### src/rtl/core/lcfc_pkg.sv
// Types and constants of the length-prefixed CRC-32 frame checker.
`default_nettype none

package lcfc_pkg;

   // Result status codes
   typedef enum logic [1:0] {
      ST_ACCEPTED     = 2'd0,
      ST_CRC_MISMATCH = 2'd1,
      ST_NOT_FRAME    = 2'd2
   } status_type;

   localparam logic [31:0] CRC_POLY     = 32'hedb88320;
   localparam logic [31:0] CRC_INIT     = 32'hffffffff;
   localparam logic [31:0] START_RESET  = 32'h02020202;

   // Frame layout offsets in bytes
   localparam int START_BYTES    = 4;
   localparam int HEADER_BYTES   = 8;
   localparam int LENGTH_LAST    = 7;
   localparam int FRAME_OVERHEAD = 12;

endpackage

`default_nettype wire

### src/rtl/core/lcfc_crc_byte.sv
// Byte-wide reflected CRC-32 update, eight bit steps unrolled.
`default_nettype none

module lcfc_crc_byte (
   input  wire logic [31:0] crc_in,
   input  wire logic [7:0]  data_in,
   output logic [31:0]      crc_out
);

   // Fold the byte in, then shift out eight bits
   always_comb begin
      logic [31:0] c;
      c = crc_in ^ {24'd0, data_in};
      for (int k = 0; k < 8; k++) begin
         if (c[0]) begin
            c = (c >> 1) ^ lcfc_pkg::CRC_POLY;
         end else begin
            c = c >> 1;
         end
      end
      crc_out = c;
   end

endmodule

`default_nettype wire
### config.mk
export PLATFORM = sky130hd
export DESIGN_NAME = lcfc_crc_byte
export DESIGN_NICKNAME = d
export VERILOG_FILES = /design/src/rtl/core/lcfc_pkg.sv /design/src/rtl/core/lcfc_crc_byte.sv
export SDC_FILE = /design/constraint.sdc
export NUM_CORES = 1
export LEC_CHECK = 0
export BUFFER_PORTS_ARGS = -buffer_cell sky130_fd_sc_hd__buf_2
export CORE_MARGIN = 5
export CORE_UTILIZATION = 25
export DETAILED_ROUTE_END_ITERATION = 8
export PLACE_DENSITY = 0.52
export SLEW_MARGIN = 20
export SYNTH_ARGS = -nofsm -noshare
export SYNTH_HDL_FRONTEND = slang
export SYNTH_SLANG_ARGS = --single-unit
### constraint.sdc
create_clock -name vclk -period 2.05
set_input_delay 0.5125 -clock vclk [all_inputs]
set_output_delay 0.5125 -clock vclk [all_outputs]
set_load 0.01 [all_outputs]
======== After elaboration in Yosys (flattened, before gate mapping) ========
Index checks and enable logic that the tools add are counted.
storage, ports and cells
  register bits ........................... 0
  input bits .............................. 40
  output and inout bits ................... 32
  logic and storage cells ................. 17
operators by class
  mux-type cells .......................... 8
  bitwise logic cells ..................... 9
operators with widths
  operator                                number
  32-bit 2-to-1 mux                       8
  13-bit inverter with 14-bit output      8
  32-bit by 8-bit XOR with 32-bit output  1

======== Longest topological paths before layout ========
Gate-level depths: netlist of run 1.
  depth after elaboration ................. 17
  gate-level depth with buffers ........... 4
  gate-level depth less buffers ........... 4

======== Worst setup path after synthesis of run 1 ========
OpenSTA, ideal clock, no wires.
  path kind ............................... input port to output port
  start point ............................. input port data_in[3]
  end point ............................... output port crc_out[17]
  data arrival time ....................... 1725 ps
  required time ........................... 1537 ps
  setup slack ............................. -188 ps
  stages .................................. 3
  buffers on the path ..................... 0
  cell sequence ........................... xnor2_4 > xnor3_2 > xor3_1
between the ends
  word-level cells in the longest chain between the ends .. 11
ends and longest elaborated chain
  what                                          line                 RTL
  start, declared                               lcfc_crc_byte.sv:6   input wire logic [7:0] data_in,
  32-bit by 8-bit XOR with 32-bit output *      lcfc_crc_byte.sv:13  c = crc_in ^ {24'd0, data_in};
  32-bit 2-to-1 mux * (4 in a row)              lcfc_crc_byte.sv:15  if (c[0]) begin
  13-bit inverter with 14-bit output (no line)  n/a
  32-bit 2-to-1 mux *                           lcfc_crc_byte.sv:15
  13-bit inverter with 14-bit output (no line)  n/a
  32-bit 2-to-1 mux * (3 in a row)              lcfc_crc_byte.sv:15
  end, declared                                 lcfc_crc_byte.sv:7   output logic [31:0] crc_out
Mark *: on every way between the ends. The rest lies on a longest branch, timed or not.

======== Worst setup path in the final report of run 1 ========
  start point ............................. input port crc_in[1]
  end point ............................... output port crc_out[17]
between the ends
  word-level cells in the longest chain between the ends .. 12
ends and longest elaborated chain
  what                                          line                 RTL
  start, declared                               lcfc_crc_byte.sv:5   input wire logic [31:0] crc_in,
  32-bit by 8-bit XOR with 32-bit output *      lcfc_crc_byte.sv:13
  32-bit 2-to-1 mux * (3 in a row)              lcfc_crc_byte.sv:15
  13-bit inverter with 14-bit output (no line)  n/a
  32-bit 2-to-1 mux *                           lcfc_crc_byte.sv:15
  13-bit inverter with 14-bit output (no line)  n/a
  32-bit 2-to-1 mux *                           lcfc_crc_byte.sv:15
  13-bit inverter with 14-bit output (no line)  n/a
  32-bit 2-to-1 mux * (3 in a row)              lcfc_crc_byte.sv:15
Marks and branches as above.

==> impl_metrics.yaml, run 1 <==
drt:
  wl_met1_um: 940
  wl_met3_um: 229
  drtIter0Drc: 5
  top_layer: "met3"
  num_vias: 887
  vias_per_cell: 3.94
  wl_met2_um: 1880
  wl_per_cell_um: 13.6
  first_pass_iters: 2
  route.detailed.drc: 0
  totalWireLength_um: 3050
  postRouteAntennaNets: 0
synthesis:
  synthesis.nets: 104
  synthesis.area_um2: 955
  synth_warnings: 0
  netlist-cell-type-count: 9
  avgSynthCellArea_um2: 14.9
  ys_seq_area_share_pct: 0
  synthCells: 64
global_routing:
  grt.total_usage_pct: 11.9
  overflow: 0
  grt_max_degree: 6
  antenna_found_initial: 0
  grt_pass1_vias: 974
  grt_pass1_wl_um: 4950
placement:
  dp_hpwl_um: 2290
  portBuffers: 72
  dp_slack_ns: -0.363
  dp_cells: 206
  gp_congestion: 0.738
power_and_ir_drop:
  ir_drop_v: 0.000315
  p_leak_nw: 1.15
  cellPowerDensity_mw_per_mm2: 670
finish:
  multiInputGateArea_mm2: 0.00124
  drive_above_1_share_pct: 83.1
  final_common_cell: "buf_2"
  fin_cells: 225
  antenna_cells: 0
  nets: 219
  area_growth_pct: 136
  seq_cells: 0
  nClkBuffers: 0
  mostFrequentLayoutCells: "buf_2 (58), buf_6 (32), xnor2_4 (15), xnor2_1 (12)"
  regArea_um2: 0
  fillers: 299
floorplan:
  initial_core_util_pct: 25.9
  io_pins: 72
  core_region_area_mm2: 0.00369
  fp.dieArea_mm2: 0.00515
  die_x_um: 71.8
  num_rows: 22
  die_h_um: 71.8
timing:
  period_needed_ns: 2.26
  clock.fmax_mhz: 443
  maxSlewHeadroom_pct: 77.1
  maxSlewViolCount: 0
  min_period_over_period_pct: 110
  setup_viol: 24
  worst_pin_slew_ns: 0.341
  whs_ns: 1.29
  setup_ws_ns: -0.205
  rsz0062_at_grt: "yes"
  timing_hold_violations_final: 0
critical_path:
  endpoint_kind: "output port"
  startpoint_type: "primary input"
  crit_arrival_ns: 1.74
  cp.required_ns: 1.54
  path_class: "primary input to output port"
  critPathMaxFanout: 3
min_path:
  holdPathStages: 3
  hp-class: "primary input to output port"
clock_tree:
  postCtsHoldBufs: 0
job:
  cap_viol_max_count: 0
run_status:
  violations: "setup timing"
  outcome: "finished with violations"
-- what timing repair did --
item,4_1_cts,5_1_grt
gates cloned,0,0
resized for setup,80,22
endpoints found under the setup margin,27,27
pin swaps,28,22
setup buffers,16,9
-- cell families after synthesis --
logic type	after synthesis	synth area share [%]
buffers and inverters	1	0.393
XOR/XNOR	63	99.6
-- stage by stage --
step | power (mW) | cell area [um^2] | setup TNS (ns) | util (%)
2_1_floorplan | 0.713 | 1000 | -0.121 | -
3_3_place_gp | 1.17 | 1600 | -4.84 | 43.3
3_5_place_dp | 1.19 | 1600 | -5.33 | 43.3
4_1_cts | 1.46 | 2140 | -2.81 | 57.9
5_1_grt | 1.60 | 2250 | -3.95 | 61.1
6_report | 1.51 | 2250 | -2.55 | 61.1
-- worst paths after layout --
kind | start | endpoint | slack, ns
worst max-delay path | crc_in[1] | crc_out[17] | -0.21
worst min-delay path | crc_in[9] | crc_out[1] | 1.29
-- synth_stat cells --
cell type / number / area [um^2]
xor2_1: 6 / 52.6
xnor2_4: 4 / 110
xor3_1: 6 / 143
xnor2_2: 8 / 130
xnor3_1: 11 / 248
xnor2_1: 26 / 228
xnor3_2: 1 / 23.8
xor2_2: 1 / 16.3
inv_2: 1 / 3.75
-- critical path, cell delays in order --
cell and delay, ns:
buf_8 0.10, xnor2_4 0.19, buf_6 0.14, buf_6 0.10
xor2_4 0.18, xor3_1 0.35, buf_2 0.16
-- routing by layer --
layer	global-route usage [%]	vias up
li1	-	435
met1	13.0	415
met2	25.2	37
met3	1.54	0
met4	0	0
met5	0	-
-- final cells by class --
| class | count | share of cell area [%] |
|---|---|---|
| inverters | 1 | 0.167 |
| multi-input cells | 63 | 55.3 |
| well taps | 48 | 2.67 |
| repair buffers | 113 | 41.9 |
-- power by group --
group / switching, mW / total [mW] / internal (mW)
Sequential: 0 / 0 / 0
Combinational: 0.603 / 1.51 / 0.906
Clock: 0 / 0 / 0
Total: 0.603 / 1.51 / 0.906
Power figures use the tool's default switching activity.
==> run 2: changes to the inputs <==
--- a/config.mk
+++ b/config.mk
@@ -6,10 +6,9 @@
 export NUM_CORES = 1
 export LEC_CHECK = 0
 export BUFFER_PORTS_ARGS = -buffer_cell sky130_fd_sc_hd__buf_2
-export CORE_MARGIN = 5
-export CORE_UTILIZATION = 25
+export CORE_UTILIZATION = 46
 export DETAILED_ROUTE_END_ITERATION = 8
-export PLACE_DENSITY = 0.52
+export PLACE_DENSITY = 0.86
 export SLEW_MARGIN = 20
 export SYNTH_ARGS = -nofsm -noshare
 export SYNTH_HDL_FRONTEND = slang
==> constraint.sdc (replaced) <==
create_clock -name vclk -period 2.78
set_input_delay 0.695 -clock vclk [all_inputs]
set_output_delay 0.695 -clock vclk [all_outputs]
set_load 0.01 [all_outputs]
==> run 2 against run 1 <==
The run now ends clean; routed wire length shrank 27%; worst hold slack gained 0.37 ns; critical endpoint is now crc_out[25]; global-route usage grew 6.8 points; clock-buffer cell count is the same.
==> impl_metrics.yaml, run 2 (synthesis results as in run 1) <==
timing:
  maxSlewViolCount: 0
  worst_pin_slew_ns: 0.377
  clock.fmax_mhz: 370
  min_period_over_period_pct: 97.3
  period_needed_ns: 2.71
  timing_hold_violations_final: 0
  rsz0062_at_grt: "no"
  setup_viol: 0
  fin_setup_tns_ns: 0
  maxSlewHeadroom_pct: 74.7
critical_path:
  path_class: "primary input to output port"
  crit_family: "XOR/XNOR gates"
  cp.required_ns: 2.09
  startpoint_type: "primary input"
  worst_path_max_delay_cell: "xnor3_1"
  crit_arrival_ns: 2.01
  slowest_delay_ns: 0.53
  endpoint_kind: "output port"
  critPathMaxFanout: 3
  crit_chain: "buf_2 > xor2_2 > xnor3_1 > xnor3_1 > buf_2"
  crit_buf_inv: 2
finish:
  fillers: 152
  nClkBuffers: 0
  mostFrequentLayoutCells: "buf_2 (72), xnor2_1 (25), buf_4 (16), xnor3_1 (11), xnor2_4 (7)"
  regArea_um2: 0
  multiInputGateArea_um2: 992
  final_common_cell: "buf_2"
  area_growth_pct: 58.2
  drive_above_1_share_pct: 68.4
  finalInstanceArea_mm2: 0.00151
  antenna_cells: 0
  nets: 194
  seq_cells: 0
placement:
  gp_congestion: 0.729
  portBuffers: 72
  dpl_cell_area_mm2: 0.00147
  dp_hpwl_um: 2010
drt:
  totalWireLength_um: 2230
  num_vias: 784
  postRouteAntennaNets: 0
  vias_per_cell: 4.38
  first_pass_iters: 4
  wl_per_cell_um: 12.5
  drtIter0Drc: 2
  route.detailed.drc: 0
power_and_ir_drop:
  p_total_mw: 0.823
  clkPwrFrac_pct: 0
  combPwrFrac_pct: 100.0
  cellPowerDensity_mw_per_mm2: 545
  cell_internal_pwr_mw: 0.465
  switching_share_pct: 43.5
  power_frac_seq_pct: 0
  p_leak_nw: 0.836
  power_switching_mw: 0.358
  ir_drop_v: 0.000322
floorplan:
  core_region_area_mm2: 0.00196
  die_h_um: 47.6
  io_pins: 72
  die_x_um: 47.6
  fp.dieArea_mm2: 0.00226
  num_rows: 16
  initial_core_util_pct: 48.7
global_routing:
  grt.total_usage_pct: 18.7
  grt_pass1_wl_um: 3010
  overflow: 0
  antenna_found_initial: 0
  grt_pass1_vias: 697
  grt_max_degree: 7
job:
  cap_viol_max_count: 0
min_path:
  hp-class: "primary input to output port"
run_status:
  outcome: "complete, no violations"
run 2: cell count changes in the layout (fill, tap and decap cells not counted), moves of 5 or more:
cell and delta:
buf_2 +14, buf_4 +7, buf_6 -32, buf_8 -11
xnor2_1 +13, xnor2_2 -5, xnor2_4 -8
run 2: power groups by stage:
| stage | sequential [mW] | clock (mW) | combinational (mW) |
|---|---|---|---|
| floorplan | 0 | 0 | 0.519 |
| global placement | 0 | 0 | 0.792 |
| detailed placement | 0 | 0 | 0.811 |
| CTS | 0 | 0 | 0.817 |
| global route | 0 | 0 | 0.887 |
| finish | 0 | 0 | 0.823 |
run 2: per-layer routing:
layer | up-vias | track usage (%) | wire (um)
li1 | 387 | - | -
met1 | 359 | 21.2 | 743
met2 | 38 | 40.5 | 1340
met3 | 0 | 0.377 | 146
met4 | 0 | 0 | 0
met5 | - | 0 | 0
run 2: worst paths after layout:
path                    from          end  depth (start not counted)  slack, ns
setup / recovery  data_in[6]  crc_out[25]                          5       0.07
hold / removal     crc_in[9]   crc_out[1]                          3       1.66
run 2: metrics by stage:
stage / setup WS, ns / util (%) / hold slack, ns / std cells
after floorplan: 0.177 / - / 1.48 / 64
after global placement: 0.0472 / 74.9 / 1.66 / 179
after detailed placement: -0.0458 / 74.9 / 1.66 / 179
after CTS: 0.0361 / 75.3 / 1.66 / 179
after global routing: 0.0102 / 77.0 / 1.66 / 179
final: 0.0746 / 77.0 / 1.66 / 179
run 2: what timing repair did:
item                       CTS  global route
setup endpoints to repair    2             4
resized for setup            1             3
hold buffers                 0             0
gates cloned                 0             0
pin swaps                    0             0
buffers inserted             0             0
run 2: area by class of cell:
class,count,share of cell area (%)
multi-input combinational,63,65.7
timing repair buffer,88,31.8
tap,27,2.24
inverter,1,0.249
==> run 3: changes to the inputs <==
--- a/config.mk
+++ b/config.mk
@@ -5,10 +5,11 @@
 export SDC_FILE = /design/constraint.sdc
 export NUM_CORES = 1
 export LEC_CHECK = 0
+export ABC_AREA = 1
 export BUFFER_PORTS_ARGS = -buffer_cell sky130_fd_sc_hd__buf_2
-export CORE_UTILIZATION = 46
+export CORE_UTILIZATION = 50
 export DETAILED_ROUTE_END_ITERATION = 8
-export PLACE_DENSITY = 0.86
+export PLACE_DENSITY = 0.87
 export SLEW_MARGIN = 20
 export SYNTH_ARGS = -nofsm -noshare
 export SYNTH_HDL_FRONTEND = slang
==> run 3 against run 2 <==
Design area increased by 4.0%; sequential cell count is the same; non-clock buffer count decreased by 16; via count grew 83%; fmax is 5.9% higher; die area rose by 13%; clock-buffer cell count is the same; area after synthesis grew 23%; power decreased by 40%; worst hold slack got worse by 0.0046 ns; cell count rose by 73%; highest routed layer is now met4; synthesized cell count rose to 3.3 times the previous value.
==> impl_metrics.yaml, run 3 <==
run_status:
  outcome: "complete, no violations"
synthesis:
  ys_seq_area_share_pct: 0
  yosysMostFrequentCell: "nand2_1"
  synth_top_area_share_pct: 31.3
  synth_warnings: 0
  synth_top_area_cell: "nand2_1"
  netlist-cell-type-count: 12
  ys_top_cells_by_count: "nand2_1 (98), xor2_1 (41), inv_1 (24), nand2_2 (17)"
  synthesis.area_mm2: 0.00117
  synth.area.top_cells: "nand2_1 (31%), xor2_1 (31%), nand2_2 (9.1%)"
  synthCells: 209
  synthesis.nets: 249
  avgSynthCellArea_um2: 5.62
critical_path:
  endpoint_kind: "output port"
  startpoint_type: "primary input"
  critPathMaxFanout: 7
  cp.required_ns: 2.09
  crit_arrival_ns: 1.86
  crit_start: "crc_in[1]"
  path_class: "primary input to output port"
  endpoint: "crc_out[14]"
clock_tree:
  postCtsHoldBufs: 0
  cts_resized: 0
  post-cts-setup-buffers: 0
placement:
  portBuffers: 72
  dp_cells: 309
  dp_hpwl_um: 2370
  gp_congestion: 0.819
floorplan:
  fp.dieArea_mm2: 0.00255
  die_h_um: 50.5
  num_rows: 17
  initial_core_util_pct: 53.1
  die_x_um: 50.5
  io_pins: 72
  core_region_area_mm2: 0.00221
global_routing:
  antenna_found_initial: 0
  grt.total_usage_pct: 22.5
  grt_pass1_wl_um: 4700
  grt_pass1_vias: 1247
  overflow: 0
  grt_max_degree: 9
timing:
  worst_pin_slew_ns: 0.251
  timing_hold_violations_final: 0
  rsz0062_at_grt: "no"
  period_needed_ns: 2.56
  clock.fmax_mhz: 391
  setup_viol: 0
  min_period_over_period_pct: 91.9
  maxSlewViolCount: 0
  fin_setup_tns_ns: 0
  maxSlewHeadroom_pct: 83.2
power_and_ir_drop:
  cell_internal_pwr_mw: 0.207
  switching_share_pct: 58.0
  combPwrFrac_pct: 100.0
  cellPowerDensity_mw_per_mm2: 314
  p_leak_nw: 1.03
  power_frac_seq_pct: 0
  p_total_mw: 0.493
  clkPwrFrac_pct: 0
  power_switching_mw: 0.286
  ir_drop_v: 0.000181
finish:
  area_growth_pct: 33.7
  mostFrequentLayoutCells: "nand2_1 (98), buf_2 (72), xor2_1 (41), inv_1 (24), nand2_2 (17)"
  nets: 323
  final_common_cell: "nand2_1"
  fin_cells: 309
  nClkBuffers: 0
  seq_cells: 0
  regArea_um2: 0
  drive_above_1_share_pct: 35.2
  antenna_cells: 0
drt:
  totalWireLength_um: 2810
  drtIter0Drc: 28
  route.detailed.drc: 0
  wl_per_cell_um: 9.08
  num_vias: 1431
  first_pass_iters: 4
  vias_per_cell: 4.63
  postRouteAntennaNets: 0
min_path:
  hp-class: "primary input to output port"
job:
  cap_viol_max_count: 0
[run 3: cell count changes after synthesis, sizes merged]
cell,before,now
xor3,6,0
nand2,0,122
xnor3,12,0
inv,1,25
xor2,7,41
or2,0,1
nand3b,0,2
xnor2,38,9
nand3,0,9
[run 3: how the worst min path moves through the flow]
stage / start / cells past startpoint / slack (ns) / end
global placement: crc_in[10] / 3 / 1.65 / crc_out[2]
detailed placement: crc_in[10] / 3 / 1.66 / crc_out[2]
global route: crc_in[14] / 3 / 1.67 / crc_out[6]
CTS: crc_in[10] / 3 / 1.66 / crc_out[2]
finish: crc_in[10] / 3 / 1.65 / crc_out[2]
floorplan: crc_in[8] / 1 / 1.47 / crc_out[0]
[run 3: cells by family (layout without fill, tap and decap cells)]
group                  Yosys count  in the layout  share of synthesized area, %
XOR/XNOR                        50             50                          38.9
buffers and inverters           25             97                          7.99
AND/OR/NAND/NOR                134            134                          53.1
[run 3: metal layers]
layer	global-route usage, %	share of wire [%]	vias to the layer above	wire (um)
met3	0.303	5.7	2	159
met4	1.85	0.39	0	11
met5	0	0	-	0
li1	-	-	762	-
met1	26.3	44	618	1230
met2	46.0	50	49	1400
[run 3: area by class of cell]
cell class | count | area [um^2]
Fill cell | 228 | 642
Inverter | 25 | 93.8
Multi-Input combinational cell | 184 | 1080
Tap cell | 28 | 35.0
Timing Repair Buffer | 72 | 360
[run 3: per-stage QoR]
step                utilization (%)  area [um^2]  setup slack (ns)  hold slack, ns
detailed placement             71.0         1570             0.219            1.66
global placement               71.0         1570             0.243            1.65
CTS                            71.0         1570             0.219            1.66
finish                         71.0         1570             0.225            1.65
global route                   71.0         1570            0.0518            1.67
floorplan                         -         1170             0.488            1.47
[run 3: critical path, cell delays in order]
cell     delay [ns]
buf_2          0.11
inv_1          0.06
nand2_1        0.08
nand2_4        0.13
nand2_2        0.10
nand2_4        0.12
inv_2          0.04
or2_1          0.23
nand2_1        0.06
nand2_1        0.04
nand2_1        0.06
buf_2          0.13
[run 3: power by group through the flow]
stage	sequential [mW]	clock [mW]	combinational (mW)
floorplan	0	0	0.326
global placement	0	0	0.487
detailed placement	0	0	0.495
CTS	0	0	0.496
global route	0	0	0.548
finish	0	0	0.493
